**config.mk**
```make
export PLATFORM = sky130hd
export DESIGN_NAME = spd_ram
export DESIGN_NICKNAME = d
export VERILOG_FILES = /design/src/sv/spd_ram.sv
export SDC_FILE = /design/constraint.sdc
export NUM_CORES = 1
export LEC_CHECK = 0
export BUFFER_PORTS_ARGS = -buffer_cell sky130_fd_sc_hd__buf_2
export CAP_MARGIN = 20
export CORE_UTILIZATION = 55
export CTS_CLUSTER_SIZE = 16
export DETAILED_ROUTE_END_ITERATION = 12
export PLACE_DENSITY = 0.78
export REMOVE_ABC_BUFFERS = 1
export SYNTH_ARGS = -nofsm -noshare
export SYNTH_HDL_FRONTEND = slang
export SYNTH_SLANG_ARGS = --single-unit
```
**constraint.sdc**
```tcl
create_clock -name clk -period 1.9 [get_ports clk]
set_clock_uncertainty 0.2 [all_clocks]
set_input_delay 0 -clock clk [delete_from_list [all_inputs] [get_ports clk]]
set_output_delay 0 -clock clk [all_outputs]
set_load 0.1 [all_outputs]
```
**src/sv/spd_ram.sv**
```systemverilog
// Generic single-write, single-read synchronous RAM with registered read data.
module spd_ram #(
  parameter int WIDTH = 8,
  parameter int DEPTH = 16,
  localparam int AW   = $clog2(DEPTH)
) (
  input  logic             clk,
  input  logic             we,
  input  logic [AW-1:0]    waddr,
  input  logic [WIDTH-1:0] wdata,
  input  logic [AW-1:0]    raddr,
  output logic [WIDTH-1:0] rdata
);

  logic [WIDTH-1:0] mem [DEPTH];

  always_ff @(posedge clk) begin
    if (we) begin
      mem[waddr] <= wdata;
    end
    rdata <= mem[raddr];
  end

endmodule

```
==> results of run 1 <==
==> sequential cells by signal, indices dropped and copies added, names as in the netlist <==
name	count
rdata	8
mem	128
==> cell type report <==
class | count | area, µm² | area share
clock buffer | 18 | 418 | 0.0666
multi-input combinational | 83 | 1060 | 0.169
clock inverter | 14 | 176 | 0.0281
tap | 108 | 135 | 0.0215
sequential | 136 | 4000 | 0.638
timing repair buffer | 63 | 483 | 0.0770
==> synth_stat cells, drive strengths merged <==
master / instances / area share
and2b: 1 / 0.0015
a22oi: 16 / 0.023
dfxtp: 8 / 0.031
edfxtp: 128 / 0.75
nor2: 13 / 0.0095
buf: 7 / 0.011
nand3: 1 / 0.00097
nor2b: 1 / 0.0012
clkdlybuf4s25: 3 / 0.0058
and2: 1 / 0.0012
or3b: 1 / 0.0017
nand2b: 2 / 0.0024
mux4: 32 / 0.15
nor3: 4 / 0.0039
nand2: 9 / 0.0066
nand3b: 2 / 0.0029
==> power by group through the flow <==
stage | registers [mW] | clock network (mW) | logic (mW)
3_3_place_gp | 3.43 | 0 | 0.442
6_report | 3.37 | 3.23 | 0.476
3_5_place_dp | 3.44 | 0 | 0.452
5_1_grt | 3.38 | 3.39 | 0.506
2_1_floorplan | 3.58 | 0 | 0.134
4_1_cts | 3.37 | 3.27 | 0.481
==> timing repair <==
action,CTS,global route
buffers inserted,0,0
setup endpoints to repair,0,0
hold endpoints to repair,264,0
hold buffers,19,0
==> tightest hold or removal path, stage by stage <==
cell     delay (ps)
buf_2           100
buf_12          250
mux4_2          260
a22oi_1          60
nand2_1          60
==> metal layers <==
metal  vias to the layer above  part of all wire
met5                         -                 0
met4                         0             0.010
met3                         8             0.080
met2                       103              0.50
met1                      1238              0.41
li1                       1120                 -
==> per-stage QoR <==
| stage | std cells | utilization | power [mW] | setup WS (ps) |
|---|---|---|---|---|
| CTS | 422 | 0.706 | 7.12 | 189 |
| floorplan | 219 | - | 3.71 | 207 |
| global placement | 371 | 0.617 | 3.88 | 235 |
| detailed placement | 371 | 0.617 | 3.89 | 241 |
| global route | 422 | 0.706 | 7.28 | 96.0 |
| finish | 422 | 0.706 | 7.08 | 156 |
==> worst paths after layout <==
kind,from,end,slack [ps],depth (start not counted)
hold / removal,raddr[0],rdata[4]$_DFF_P_,50,5
hold reg to reg,mem[14][7]$_DFFE_PP_,rdata[7]$_DFF_P_,470,3
setup reg to reg,mem[1][0]$_DFFE_PP_,rdata[0]$_DFF_P_,360,3
setup / recovery,waddr[3],mem[5][7]$_DFFE_PP_,160,6
==> logic make-up (layout without fill, tap and decap cells) <==
| logic type | after synthesis | after routing |
|---|---|---|
| AOI/OAI and AO/OA | 16 | 16 |
| buffers and inverters | 10 | 95 |
| DFF | 136 | 136 |
| muxes | 32 | 32 |
| and+or+nand+nor | 35 | 35 |
==> results.md, run 1 <==
- Status: completed
- I/O pins: 26
- Synth Area in Compound Gates: 0.0233
- Met3 usage: 0.0674
- Minimum clock period: 1740 ps
- Syn_area_per_cell: 22.5 µm²
- CP max stage cell: dlygate4sd3_1
- Slew Viols, Final: 0
- CTS resizes: 0
- Worst-path cell chain: dlygate4sd3_1, buf_2, nand3b_1, dlygate4sd3_1, nor2_1, buf_4
- GRT Total Usage: 0.213
- Worst VDD drop: 0.637 mV
- Layout cells sized above 1: 0.296
- Post-Syn Area: 0.00515 mm²
- GR Util met2: 0.337
- Final nets: 319
- Post-route ant nets: 0
- Core area: 0.00889 mm²
- RSZ-0062 raised after global routing: no
- Worst Path Class, Setup: in2reg
- CP endpoint kind: register
- Max-cap violations: 0
- FF+latch count, synth: 136
- Number of distinct library cells after synthesis: 19
- Via density: 5.85
- # DRC: 0
- Root buffer cell: clkbuf_8
- Post-synthesis mux area share: 0.150
- Seq pwr share: 0.476
- P&R area growth vs syn: 21.9%
- Clk sinks: 136
- Register area share after synthesis: 0.778
- H-tree Lvls: 4
- Post-Layout Inst Area: 0.00627 mm²
- Slew HR: 0.667
- Critical path's largest stage delay: 610 ps
- RePlAce Congestion: 0.711
- Clk_lat worst skew: 520 ps
- HP Class: in2reg
- Synth Area in XOR/XNOR: 0
- WL final: 9.25 mm
- CTS tree: done
- Vias in the first global route: 2559
- Initial core utilization: 0.579
- Req. time, crit path: 1920 ps
- # port buffers: 25
- Initial antenna violation count: 0
- Hold Fails Final Rpt: 0
- Fillers: 532
- N_diodes: 0
- FP Rows: 34
- Crit-path leading delay family: buffers and inverters
- Die Wd: 98.7 µm
- Worst EP arrival: 1760 ps
- WHS: 49.6 ps
- Most common cell after layout, fill and taps aside: edfxtp_1
- Synth Area in Simple Gates: 0.0318
- Fmax: 573 MHz
- Placed inst area: 0.00549 mm²
- Starting DRC count in detailed routing: 169
- Cell-internal power: 5.52 mW
- Combinational Power Share: 0.067
- Cell mode on critical path: dlygate4sd3_1
- Final period util: 0.918
- GR peak layer: met2
- Type of origin of the critical path: primary input
- Num CTS Buffers: 17
- Routed via count: 2469
- Clk buf depth: 2
- Die footprint: 0.00975 mm²
- Setup TNS: 0 ps
- Actual slew at the worst max-slew pin: 503 ps
- Clk slew on worst S/H paths: 60 ps
- First-pass GRT wire length: 14.3 mm
- Total grt overflow: 0
- Worst-path maximum fanout: 8
- NetSw: 1.56 mW
- Sw Share: 0.221
- Main combinational cell family by area after synthesis: multiplexers
- Dpl hpwl: 5.72 mm
- Pwr Density: 1130 mW/mm²
- Most frequent cells in the layout: edfxtp_1 (128), buf_2 (25), dlygate4sd3_1 (19)
- Post-Synth Adder-Cell Area: 0
- CP bufs+invs: 4
- Cells after Synth: 229
- M1 GR Usage: 0.293
- Leak Pwr: 2.16 nW
- Drt wl/cell: 21.9 µm
- Yosys warnings: 0
- Clk network pwr share: 0.457
- Die Y: 98.7 µm
- Setup-failing EPs final: 0
- Largest net degree at the start of global routing: 33
- Initial DRT Pass Iterations: 6
No activity file was read; power rests on OpenSTA's default activity.
==> run 2, diff against run 1 <==
--- a/config.mk
+++ b/config.mk
@@ -7,10 +7,10 @@
 export LEC_CHECK = 0
 export BUFFER_PORTS_ARGS = -buffer_cell sky130_fd_sc_hd__buf_2
 export CAP_MARGIN = 20
-export CORE_UTILIZATION = 55
+export CORE_UTILIZATION = 47
 export CTS_CLUSTER_SIZE = 16
 export DETAILED_ROUTE_END_ITERATION = 12
-export PLACE_DENSITY = 0.78
+export PLACE_DENSITY = 0.69
 export REMOVE_ABC_BUFFERS = 1
 export SYNTH_ARGS = -nofsm -noshare
 export SYNTH_HDL_FRONTEND = slang
==> run 2 against run 1 <==
Die area up 17%. Via count increased by 3.0%. Worst setup slack got worse by 45 ps. Sequential cell count did not move. Maximum frequency down 2.5%. Largest power group unchanged.
==> results.md, run 2 (synthesized netlist as in run 1, its figures left out) <==
- CP endpoint kind: register
- Core area: 0.0105 mm²
- Worst EP arrival: 1800 ps
- Via density: 5.60
- Minimum clock period: 1790 ps
- Worst VDD drop: 0.931 mV
- Worst Setup SP: waddr[3]
- Num CTS Buffers: 17
- Clk sinks: 136
- Initial antenna violation count: 0
- Final nets: 323
- Hold Fails Final Rpt: 0
- Vias in the first global route: 2621
- Number of flip-flops in the largest register: 128
- Worst-path maximum fanout: 8
- Pwr Density: 1110 mW/mm²
- Status: completed
- CP max stage cell: dlygate4sd3_1
- FP Rows: 37
- Slew HR: 0.674
- Setup-failing EPs final: 0
- # port buffers: 25
- P&R area growth vs syn: 23.0%
- Cell count after placement: 401
- Register-to-Register Path Depth: 3
- Most frequent cells in the layout: edfxtp_1 (128), buf_2 (25), dlygate4sd3_1 (21)
- Die Wd: 107 µm
- Reg-to-reg slack, setup: 380 ps
- Pwr Total: 7.00 mW
- Max-cap violations: 0
- Reg-to-reg endpoint: rdata[5]$_DFF_P_
- Final period util: 0.941
- Actual slew at the worst max-slew pin: 492 ps
- Core Util, Final: 0.605
- Most common cell after layout, fill and taps aside: edfxtp_1
- Largest net degree at the start of global routing: 33
- I/O pins: 26
- HP Class: in2reg
- GRT Total Usage: 0.194
- Die Y: 107 µm
- Setup TNS: 0 ps
- CP endpoint: mem[5][2]$_DFFE_PP_
- Largest Register: mem
- Type of origin of the critical path: primary input
- Layout cells sized above 1: 0.299
- Clk slew on worst S/H paths: 60 ps
- Slew Viols, Final: 0
- Die footprint: 0.0114 mm²
- N_diodes: 0
- R2R Path Start: mem[2][5]$_DFFE_PP_
- RePlAce Congestion: 0.717
- H-tree Lvls: 4
- Clk_lat worst skew: 510 ps
- Cell mode on critical path: dlygate4sd3_1
- Initial DRT Pass Iterations: 4
- Initial core utilization: 0.492
- Regs by FF count: mem (128), rdata (8)
- Critical path's largest stage delay: 610 ps
- Fmax: 559 MHz
- Leak Pwr: 2.18 nW
- Req. time, crit path: 1910 ps
- Dpl hpwl: 5.95 mm
- Worst Path Class, Setup: in2reg
- Drt wl/cell: 21.7 µm
- Total grt overflow: 0
- Post-route ant nets: 0
- CTS tree: done
- WL final: 9.85 mm
- Setup bufs post-CTS: 0
- Non-filler instance count after layout: 454
- Post-Layout Inst Area: 0.00633 mm²
- Starting DRC count in detailed routing: 146
- First-pass GRT wire length: 15.1 mm
- RSZ-0062 raised after global routing: no
- Clk buf depth: 2
- # DRC: 0
- Placed inst area: 0.00554 mm²
- Worst-path cell chain: buf_2, dlygate4sd3_1, nand3b_1, dlygate4sd3_1, nor2_1, buf_4
- Routed via count: 2542
- Root buffer cell: clkbuf_8
## run 2: cell types whose count changed in the layout (fill, tap and decap cells not counted), sizes merged
cell | previous run | this run
dlygate4sd3 | 19 | 21
inv | 1 | 0
buf | 44 | 46
clkinv | 6 | 8
clkinvlp | 4 | 3
## run 2: stage by stage
stage	hold slack [ps]	worst slack, ps
final	31.9	111
after global routing	42.3	37.3
after CTS	10.7	77.1
after detailed placement	204	243
after global placement	174	257
after floorplan	-101	207
## run 2: critical path: cells and delay by family
family                 cells  cell delay [ps]
AND/OR/NAND/NOR            2              290
buffers and inverters      4             1510
## run 2: routing by layer
metal	routed length, µm	vias to the layer above	GRT usage
met5	0	-	0
met4	93	0	0.0705
met3	754	9	0.0602
met2	4740	88	0.293
met1	4260	1315	0.267
li1	-	1130	-
## run 2: power by group
| part | switching, mW | internal (mW) | leakage [nW] |
|---|---|---|---|
| clock network | 1.16 | 1.98 | 0.275 |
| registers | 0.0211 | 3.35 | 1.22 |
| logic | 0.323 | 0.164 | 0.677 |
| total | 1.51 | 5.50 | 2.18 |
## run 2: cell type report
type	instances	area, µm²
clock inverters	14	158
multi-input cells	83	1060
clock buffers	18	418
flip-flops and latches	136	4000
fillers	764	4130
repair buffers	67	518
well taps	136	170
## run 2: worst min path at each step
stage | startpoint | endpoint | slack, ps | cells after the start
after detailed placement | wdata[2] | mem[2][2]$_DFFE_PP_ | 200 | 1
after global routing | raddr[0] | rdata[3]$_DFF_P_ | 40 | 5
after CTS | raddr[0] | rdata[0]$_DFF_P_ | 10 | 5
after floorplan | wdata[0] | mem[0][0]$_DFFE_PP_ | -100 | 0
final | raddr[0] | rdata[3]$_DFF_P_ | 30 | 5
after global placement | wdata[2] | mem[2][2]$_DFFE_PP_ | 170 | 1
## run 2: what timing repair did
action | CTS | global route
endpoints found under the hold margin | 264 | 0
resized for setup | 0 | 1
endpoints found under the setup margin | 0 | 8
hold buffers | 21 | 0
