`config.mk`:
```
export PLATFORM = sky130hd
export DESIGN_NAME = spd_search
export DESIGN_NICKNAME = d
export VERILOG_FILES = /design/src/sv/spd_pkg.sv /design/src/sv/spd_ram.sv /design/src/sv/spd_search.sv
export SDC_FILE = /design/constraint.sdc
export NUM_CORES = 2
export LEC_CHECK = 0
export BUFFER_PORTS_ARGS = -buffer_cell sky130_fd_sc_hd__buf_2
export CORE_MARGIN = 2
export CORE_UTILIZATION = 26
export DETAILED_ROUTE_END_ITERATION = 10
export GPL_TIMING_DRIVEN = 1
export PLACE_DENSITY = 0.51
export SLEW_MARGIN = 10
export SYNTH_ARGS = -nofsm -noshare
export SYNTH_HDL_FRONTEND = slang
export SYNTH_SLANG_ARGS = --single-unit
```
`constraint.sdc`:
```
create_clock -name clk -period 8.5 [get_ports clk]
set_input_delay 0 -clock clk [delete_from_list [all_inputs] [get_ports clk]]
set_output_delay 0 -clock clk [all_outputs]
set_load 0.02 [all_outputs]
```
`src/sv/spd_pkg.sv`:
```
// Shared constants, codes and types of the shortest path distance block.
package spd_pkg;

  localparam int MAX_NODES   = 64;
  localparam int MAX_EDGES   = 1024;
  localparam int WEIGHT_BITS = 16;
  localparam int DIST_BITS   = 24;

  localparam int NODE_W  = $clog2(MAX_NODES);
  localparam int CNT_W   = $clog2(MAX_NODES + 1);
  localparam int EADDR_W = $clog2(MAX_EDGES);
  localparam int ELOAD_W = $clog2(MAX_EDGES + 1);

  // Fixed port field widths
  localparam int KIND_W     = 2;
  localparam int FNODE_W    = 6;
  localparam int FWEIGHT_W  = 16;
  localparam int ODIST_W    = 24;
  localparam int CFG_W      = 7;

  localparam logic [DIST_BITS-1:0] DIST_MAX = {DIST_BITS{1'b1}};

  typedef logic [KIND_W-1:0] kind_t;
  localparam kind_t KIND_CLEAR = 2'd0;
  localparam kind_t KIND_ADD   = 2'd1;
  localparam kind_t KIND_QUERY = 2'd2;

  typedef struct packed {
    logic [FNODE_W-1:0]     tail;
    logic [FNODE_W-1:0]     head;
    logic [WEIGHT_BITS-1:0] weight;
  } edge_t;

  typedef struct packed {
    logic [DIST_BITS-1:0] cost;
    logic                 reached;
    logic                 settled;
  } node_t;

  typedef struct packed {
    logic [FNODE_W-1:0] src;
    logic [FNODE_W-1:0] dst;
    logic [CNT_W-1:0]   n;
    logic [ELOAD_W-1:0] loaded;
  } query_t;

  typedef struct packed {
    logic [DIST_BITS-1:0] cost;
    logic                 unreach;
    logic                 ovf;
  } result_t;

endpackage

```
`src/sv/spd_ram.sv`:
```
// Generic single-write, single-read synchronous RAM with registered read data.
module spd_ram #(
  parameter int WIDTH = 8,
  parameter int DEPTH = 16,
  localparam int AW   = $clog2(DEPTH)
) (
  input  logic             clk,
  input  logic             we,
  input  logic [AW-1:0]    waddr,
  input  logic [WIDTH-1:0] wdata,
  input  logic [AW-1:0]    raddr,
  output logic [WIDTH-1:0] rdata
);

  logic [WIDTH-1:0] mem [DEPTH];

  always_ff @(posedge clk) begin
    if (we) begin
      mem[waddr] <= wdata;
    end
    rdata <= mem[raddr];
  end

endmodule

```
`src/sv/spd_search.sv`:
```
// Query engine: node table in RAM, linear min scan and edge relaxation.
module spd_search import spd_pkg::*; (
  input  logic               clk,
  input  logic               rst_n,
  input  logic               start,
  input  query_t             query,
  output logic               idle,
  output logic               done,
  input  logic               take,
  output result_t            result,
  output logic [EADDR_W-1:0] edge_raddr,
  input  edge_t              edge_rdata
);

  typedef enum logic [2:0] {
    S_IDLE, S_CLEAR, S_SCAN, S_EADDR, S_EDATA, S_NDATA, S_DONE
  } state_t;

  state_t               state_r;
  logic [FNODE_W-1:0]   src_r, dst_r;
  logic [CNT_W-1:0]     n_r;
  logic [ELOAD_W-1:0]   loaded_r;
  logic [CNT_W-1:0]     cnt_r;
  logic                 pend_r;
  logic [NODE_W-1:0]    pend_idx_r;
  logic                 found_r;
  logic [NODE_W-1:0]    best_r;
  logic [DIST_BITS-1:0] best_dist_r;
  logic [ELOAD_W-1:0]   k_r;
  logic [NODE_W-1:0]    head_r;
  logic [WEIGHT_BITS-1:0] w_r;
  logic                 ovf_r;
  result_t              res_r;

  logic                 n_we;
  logic [NODE_W-1:0]    n_waddr, n_raddr;
  node_t                n_wdata, n_rdata;
  logic [DIST_BITS:0]   sum;
  logic                 sat;
  logic [DIST_BITS-1:0] sum_d;
  logic                 scan_end, better, edge_hit, relax;

  spd_ram #(.WIDTH($bits(node_t)), .DEPTH(MAX_NODES)) u_node_ram (
    .clk   (clk),
    .we    (n_we),
    .waddr (n_waddr),
    .wdata (n_wdata),
    .raddr (n_raddr),
    .rdata (n_rdata)
  );

  assign sum   = {1'b0, best_dist_r} + (DIST_BITS + 1)'(w_r);
  assign sat   = sum[DIST_BITS];
  assign sum_d = sat ? DIST_MAX : sum[DIST_BITS-1:0];
  assign relax = !n_rdata.reached || (sum_d < n_rdata.cost);

  assign scan_end = (cnt_r == n_r) && !pend_r;
  assign better   = pend_r && n_rdata.reached && !n_rdata.settled &&
                    (!found_r || (n_rdata.cost < best_dist_r));
  assign edge_hit = (edge_rdata.tail == FNODE_W'(best_r)) &&
                    (CNT_W'(edge_rdata.head) < n_r);

  assign idle       = (state_r == S_IDLE);
  assign done       = (state_r == S_DONE);
  assign result     = res_r;
  assign edge_raddr = k_r[EADDR_W-1:0];

  always_comb begin
    n_we    = 1'b0;
    n_waddr = cnt_r[NODE_W-1:0];
    n_wdata = '0;
    n_raddr = cnt_r[NODE_W-1:0];
    unique case (state_r)
      S_CLEAR: begin
        n_we            = 1'b1;
        n_wdata.reached = (cnt_r[NODE_W-1:0] == NODE_W'(src_r));
      end
      S_SCAN: begin
        if (scan_end && found_r) begin
          n_we    = 1'b1;
          n_waddr = best_r;
          n_wdata = '{cost: best_dist_r, reached: 1'b1, settled: 1'b1};
        end
      end
      S_EDATA: begin
        n_raddr = NODE_W'(edge_rdata.head);
      end
      S_NDATA: begin
        n_we    = relax;
        n_waddr = head_r;
        n_wdata = '{cost: sum_d, reached: 1'b1, settled: n_rdata.settled};
      end
      default: begin
      end
    endcase
  end

  always_ff @(posedge clk) begin
    if (!rst_n) begin
      state_r <= S_IDLE;
      pend_r  <= 1'b0;
      found_r <= 1'b0;
      ovf_r   <= 1'b0;
    end else begin
      unique case (state_r)
        S_IDLE: begin
          if (start) begin
            src_r    <= query.src;
            dst_r    <= query.dst;
            n_r      <= query.n;
            loaded_r <= query.loaded;
            ovf_r    <= 1'b0;
            cnt_r    <= '0;
            if ((CNT_W'(query.src) >= query.n) || (CNT_W'(query.dst) >= query.n)) begin
              res_r   <= '{cost: '0, unreach: 1'b1, ovf: 1'b0};
              state_r <= S_DONE;
            end else begin
              state_r <= S_CLEAR;
            end
          end
        end
        S_CLEAR: begin
          cnt_r <= cnt_r + 1'b1;
          if (cnt_r == CNT_W'(MAX_NODES - 1)) begin
            cnt_r   <= '0;
            pend_r  <= 1'b0;
            found_r <= 1'b0;
            state_r <= S_SCAN;
          end
        end
        S_SCAN: begin
          if (cnt_r < n_r) begin
            cnt_r <= cnt_r + 1'b1;
          end
          pend_r     <= (cnt_r < n_r);
          pend_idx_r <= cnt_r[NODE_W-1:0];
          if (better) begin
            found_r     <= 1'b1;
            best_r      <= pend_idx_r;
            best_dist_r <= n_rdata.cost;
          end
          if (scan_end) begin
            if (!found_r) begin
              res_r   <= '{cost: '0, unreach: 1'b1, ovf: ovf_r};
              state_r <= S_DONE;
            end else if (best_r == NODE_W'(dst_r)) begin
              res_r   <= '{cost: best_dist_r, unreach: 1'b0, ovf: ovf_r};
              state_r <= S_DONE;
            end else begin
              k_r     <= '0;
              state_r <= S_EADDR;
            end
          end
        end
        S_EADDR: begin
          if (k_r == loaded_r) begin
            cnt_r   <= '0;
            pend_r  <= 1'b0;
            found_r <= 1'b0;
            state_r <= S_SCAN;
          end else begin
            state_r <= S_EDATA;
          end
        end
        S_EDATA: begin
          if (edge_hit) begin
            head_r  <= NODE_W'(edge_rdata.head);
            w_r     <= edge_rdata.weight;
            state_r <= S_NDATA;
          end else begin
            k_r     <= k_r + 1'b1;
            state_r <= S_EADDR;
          end
        end
        S_NDATA: begin
          if (sat) begin
            ovf_r <= 1'b1;
          end
          k_r     <= k_r + 1'b1;
          state_r <= S_EADDR;
        end
        S_DONE: begin
          if (take) begin
            state_r <= S_IDLE;
          end
        end
        default: state_r <= S_IDLE;
      endcase
    end
  end

endmodule

```
==> flow_summary.ini <==
[clock_network]
insertion_delay_ps = 840
cts.sinks = 1828
cts-htree-levels = 4
post_cts_resized = 0
root_buffer = clkbuf_16
cts_buffers = 190
clock_path_buffers = 3
tritoncts = yes
path_clk_slew_ps = 60
cts_setup_buffers = 0

[synthesis]
synth_top_family_by_area = multiplexers
synthSimpleGateAreaFrac = 0.0795
synth_nets = 5203
synth_cell_type_count = 84
synthMuxAreaShare = 0.0932
yosysWarnings = 0
synth-seq-cells = 1828
synth_compound_area_frac = 0.0589
synth_area_um2 = 75600
async_flop_share = 0
synth_xor_area_frac = 0.00591
dominantRegCellSynth = edfxtp_1
postSynthCellCount = 5052
yosys.area_share.adder = 0.0148
syn_avg_cell_area_um2 = 15.0
synth_edf_count = 1796
seq_area_frac_synth = 0.722

[sta]
tns_ps = 0
rsz0062_at_grt = false
skew_ps = 38.0
finalHoldViolations = 0
timing.fmax_mhz = 146
min_period_ps = 6860
final_max_slew_viol_count = 0
setup_viol = 0
max_slew_margin = 0.186
period_share = 0.807
tightest_slew_ps = 1220

[floorplan]
initial_core_util = 0.262
die-area_um2 = 295000
ios = 100
coreArea_um2 = 289000
chipWidth_um = 543
dieHeight_um = 543
fp-row-count = 197

[power]
power_density_nw_per_um2 = 303
seq_power_share = 0.391
leakage_nw = 29.9
power.internal_mw = 17.3
p_total_mw = 26.9
clkPwrFrac = 0.299
vdd_drop_max_mv = 0.270
p_comb_frac = 0.311
power.switching_mw = 9.58
swShare = 0.357

[cells_and_area]
fin_area_um2 = 88500
finish.net_count = 5488
drive_above_1_share = 0.124
area_growth_pct = 17.2
fillCellCount = 28473

[critical_path]
cp_slowest_cell = nor3_2
cp_data_arrival_time_ps = 7380
crit_type = flip-flop to flip-flop
crit_chain = ha_1 > fa_1 > a211oi_1 > o21ai_0 > a31oi_1 > o31ai_2 > nand2b_1 > o21ai_0 > ha_1 > a21o_1 > a21o_1 > a211oi_1 > o21ai_0 > o21ai_0 > o21ai_4 > buf_12 > nor3_2 > buf_12
cp_num_buf_inv = 2
cp-start-kind = flip-flop
slowest_delay_ps = 830
cp_max_fo = 63
crit_path_frequent_cell = o21ai_0
crit_family = compound AO/OA/AOI/OAI gates
worstPathRequired_ps = 9020
end_kind = flip-flop

[detailed_routing]
avgRoutedWirePerCell_um = 25.2
drc = 0
ant_nets = 0
drt_iter0_markers = 5838
dr.pass1.iters = 6
routed_wl_um = 236000
num_vias = 45350
viasPerCell = 4.83

[place]
gp_congestion = 0.877
dp_hpwl_um = 144000
port_buffers = 99
post_dp_cell_area_um2 = 81400

[global_route]
grt_max_degree = 130
grt_use_total = 0.156
overflow = 0
grt_pass1_wl_um = 331000
grt_pass1_vias = 43543
antenna_found_initial = 18

[run]
maxCapViolCount = 0

[status]
outcome = complete, no violations

[min_path]
hold_path.class = input pin to flip-flop
-- flip-flops by register name, summed over array words and instances (netlist names), 3 cells and up --
signal / flops
state_r: 3
best_r: 6
n_r: 7
dst_r: 6
src_r: 6
head_r: 6
result: 26
cnt_r: 7
u_node_ram.rdata: 26
k_r: 11
pend_idx_r: 6
w_r: 16
best_dist_r: 24
u_node_ram.mem: 1664
loaded_r: 11
-- cell usage in the layout, fill, tap and decap left out, types with 51 or more instances in the layout --
| master | count |
|---|---|
| a211oi_1 | 85 |
| a21oi_1 | 83 |
| a31oi_1 | 77 |
| buf_2 | 100 |
| buf_4 | 162 |
| clkbuf_1 | 51 |
| clkbuf_16 | 193 |
| dlygate4sd3_1 | 113 |
| edfxtp_1 | 1796 |
| ha_1 | 88 |
| inv_1 | 103 |
| mux2i_1 | 687 |
| nand2_1 | 755 |
| nand3_1 | 282 |
| nor2_1 | 85 |
| nor3_2 | 70 |
| o22ai_1 | 83 |
-- final cells by class --
cell class / count / area (um2) / share of cell area
Inverter: 104 / 390 / 0.00441
Sequential cell: 1828 / 54600 / 0.616
Clock buffer: 248 / 5080 / 0.0573
Antenna cell: 9 / 22.5 / 0.000254
Timing Repair Buffer: 388 / 3100 / 0.0351
Multi-Input combinational cell: 2825 / 19700 / 0.222
Tap cell: 3880 / 4850 / 0.0548
Clock inverter: 102 / 847 / 0.00957
-- per-stage QoR --
step	utilization	hold WS, ps	cells	worst slack (ps)
after global routing	0.307	61.6	9376	1250
after detailed placement	0.282	181	8910	1410
after CTS	0.307	13.6	9373	1380
after floorplan	-	98.9	5052	1530
final	0.307	93.9	9384	1640
after global placement	0.282	181	8909	1680
-- metal layers --
layer	global-route usage	wire (um)	share of wire	up-vias
met3	0.0314	21200	0.090	341
met5	0	18	0.000076	-
met1	0.225	105000	0.44	23022
met2	0.232	102000	0.43	2020
li1	-	-	-	19965
met4	0.0534	7700	0.033	2
-- cells in the mapped netlist, types with 32 or more instances --
| cell type | count | area, um2 |
|---|---|---|
| dfxtp_1 | 32 | 641 |
| nor3_1 | 85 | 425 |
| a211oi_1 | 86 | 646 |
| inv_1 | 103 | 387 |
| mux2i_1 | 687 | 6880 |
| edfxtp_1 | 1796 | 53900 |
| o22ai_1 | 83 | 519 |
| ha_1 | 88 | 1100 |
| a31oi_1 | 77 | 482 |
| a32oi_1 | 35 | 307 |
| nor2_1 | 94 | 353 |
| buf_4 | 72 | 541 |
| o21ai_0 | 32 | 160 |
| nand2_1 | 757 | 2840 |
| buf_2 | 100 | 500 |
| nand3_1 | 282 | 1410 |
| a21oi_1 | 86 | 430 |
| o2111ai_1 | 39 | 342 |
| clkbuf_1 | 112 | 420 |
-- power groups by stage --
stage | combinational, mW | sequential (mW) | clock (mW)
floorplan | 5.15 | 10.5 | 0
global placement | 8.16 | 10.7 | 0
detailed placement | 8.19 | 10.7 | 0
CTS | 8.27 | 10.5 | 8.18
global route | 8.78 | 10.5 | 8.51
finish | 8.35 | 10.5 | 8.02
-- worst register-to-register path, stage by stage (launching register included) --
cell and delay, ps:
edfxtp_1 440, ha_1 260, fa_1 440, a211oi_1 350, o21ai_0 240, a31oi_1 440
o31ai_2 250, nand2b_1 590, o21ai_0 280, ha_1 370, a21o_1 190, a21o_1 170
a211oi_1 390, o21ai_0 150, o21ai_0 380, o21ai_4 170, buf_12 310, nor3_2 860
buf_12 250
-- kinds of logic (layout without fill, tap and decap cells) --
logic type / Yosys count / in the layout
DFF: 1828 / 1828
and+or+nand+nor: 1359 / 1359
muxes: 698 / 698
AOI/OAI and AO/OA: 628 / 628
buffers and inverters: 399 / 842
adders and majority gates: 89 / 89
xor gates and xnor gates: 51 / 51
other: 0 / 9
-- worst paths after layout --
kind	startpoint	end	slack (ps)	cells after the start
setup / recovery	best_dist_r[0]$_DFFE_PP_	u_node_ram.mem[26][20]$_DFFE_PP_	1640	18
hold reg to reg	pend_idx_r[1]$_DFFE_PP_	best_r[1]$_DFFE_PP_	420	0
setup reg to reg	best_dist_r[0]$_DFFE_PP_	u_node_ram.mem[26][20]$_DFFE_PP_	1640	18
hold / removal	rst_n	ovf_r$_SDFFE_PN0P_	90	3
-- what timing repair did --
item / 4_1_cts / 5_1_grt
hold buffers: 113 / 0
setup endpoints to repair: 0 / 0
endpoints found under the hold margin: 131 / 0
Note: power is estimated with default switching activity, not from simulation.
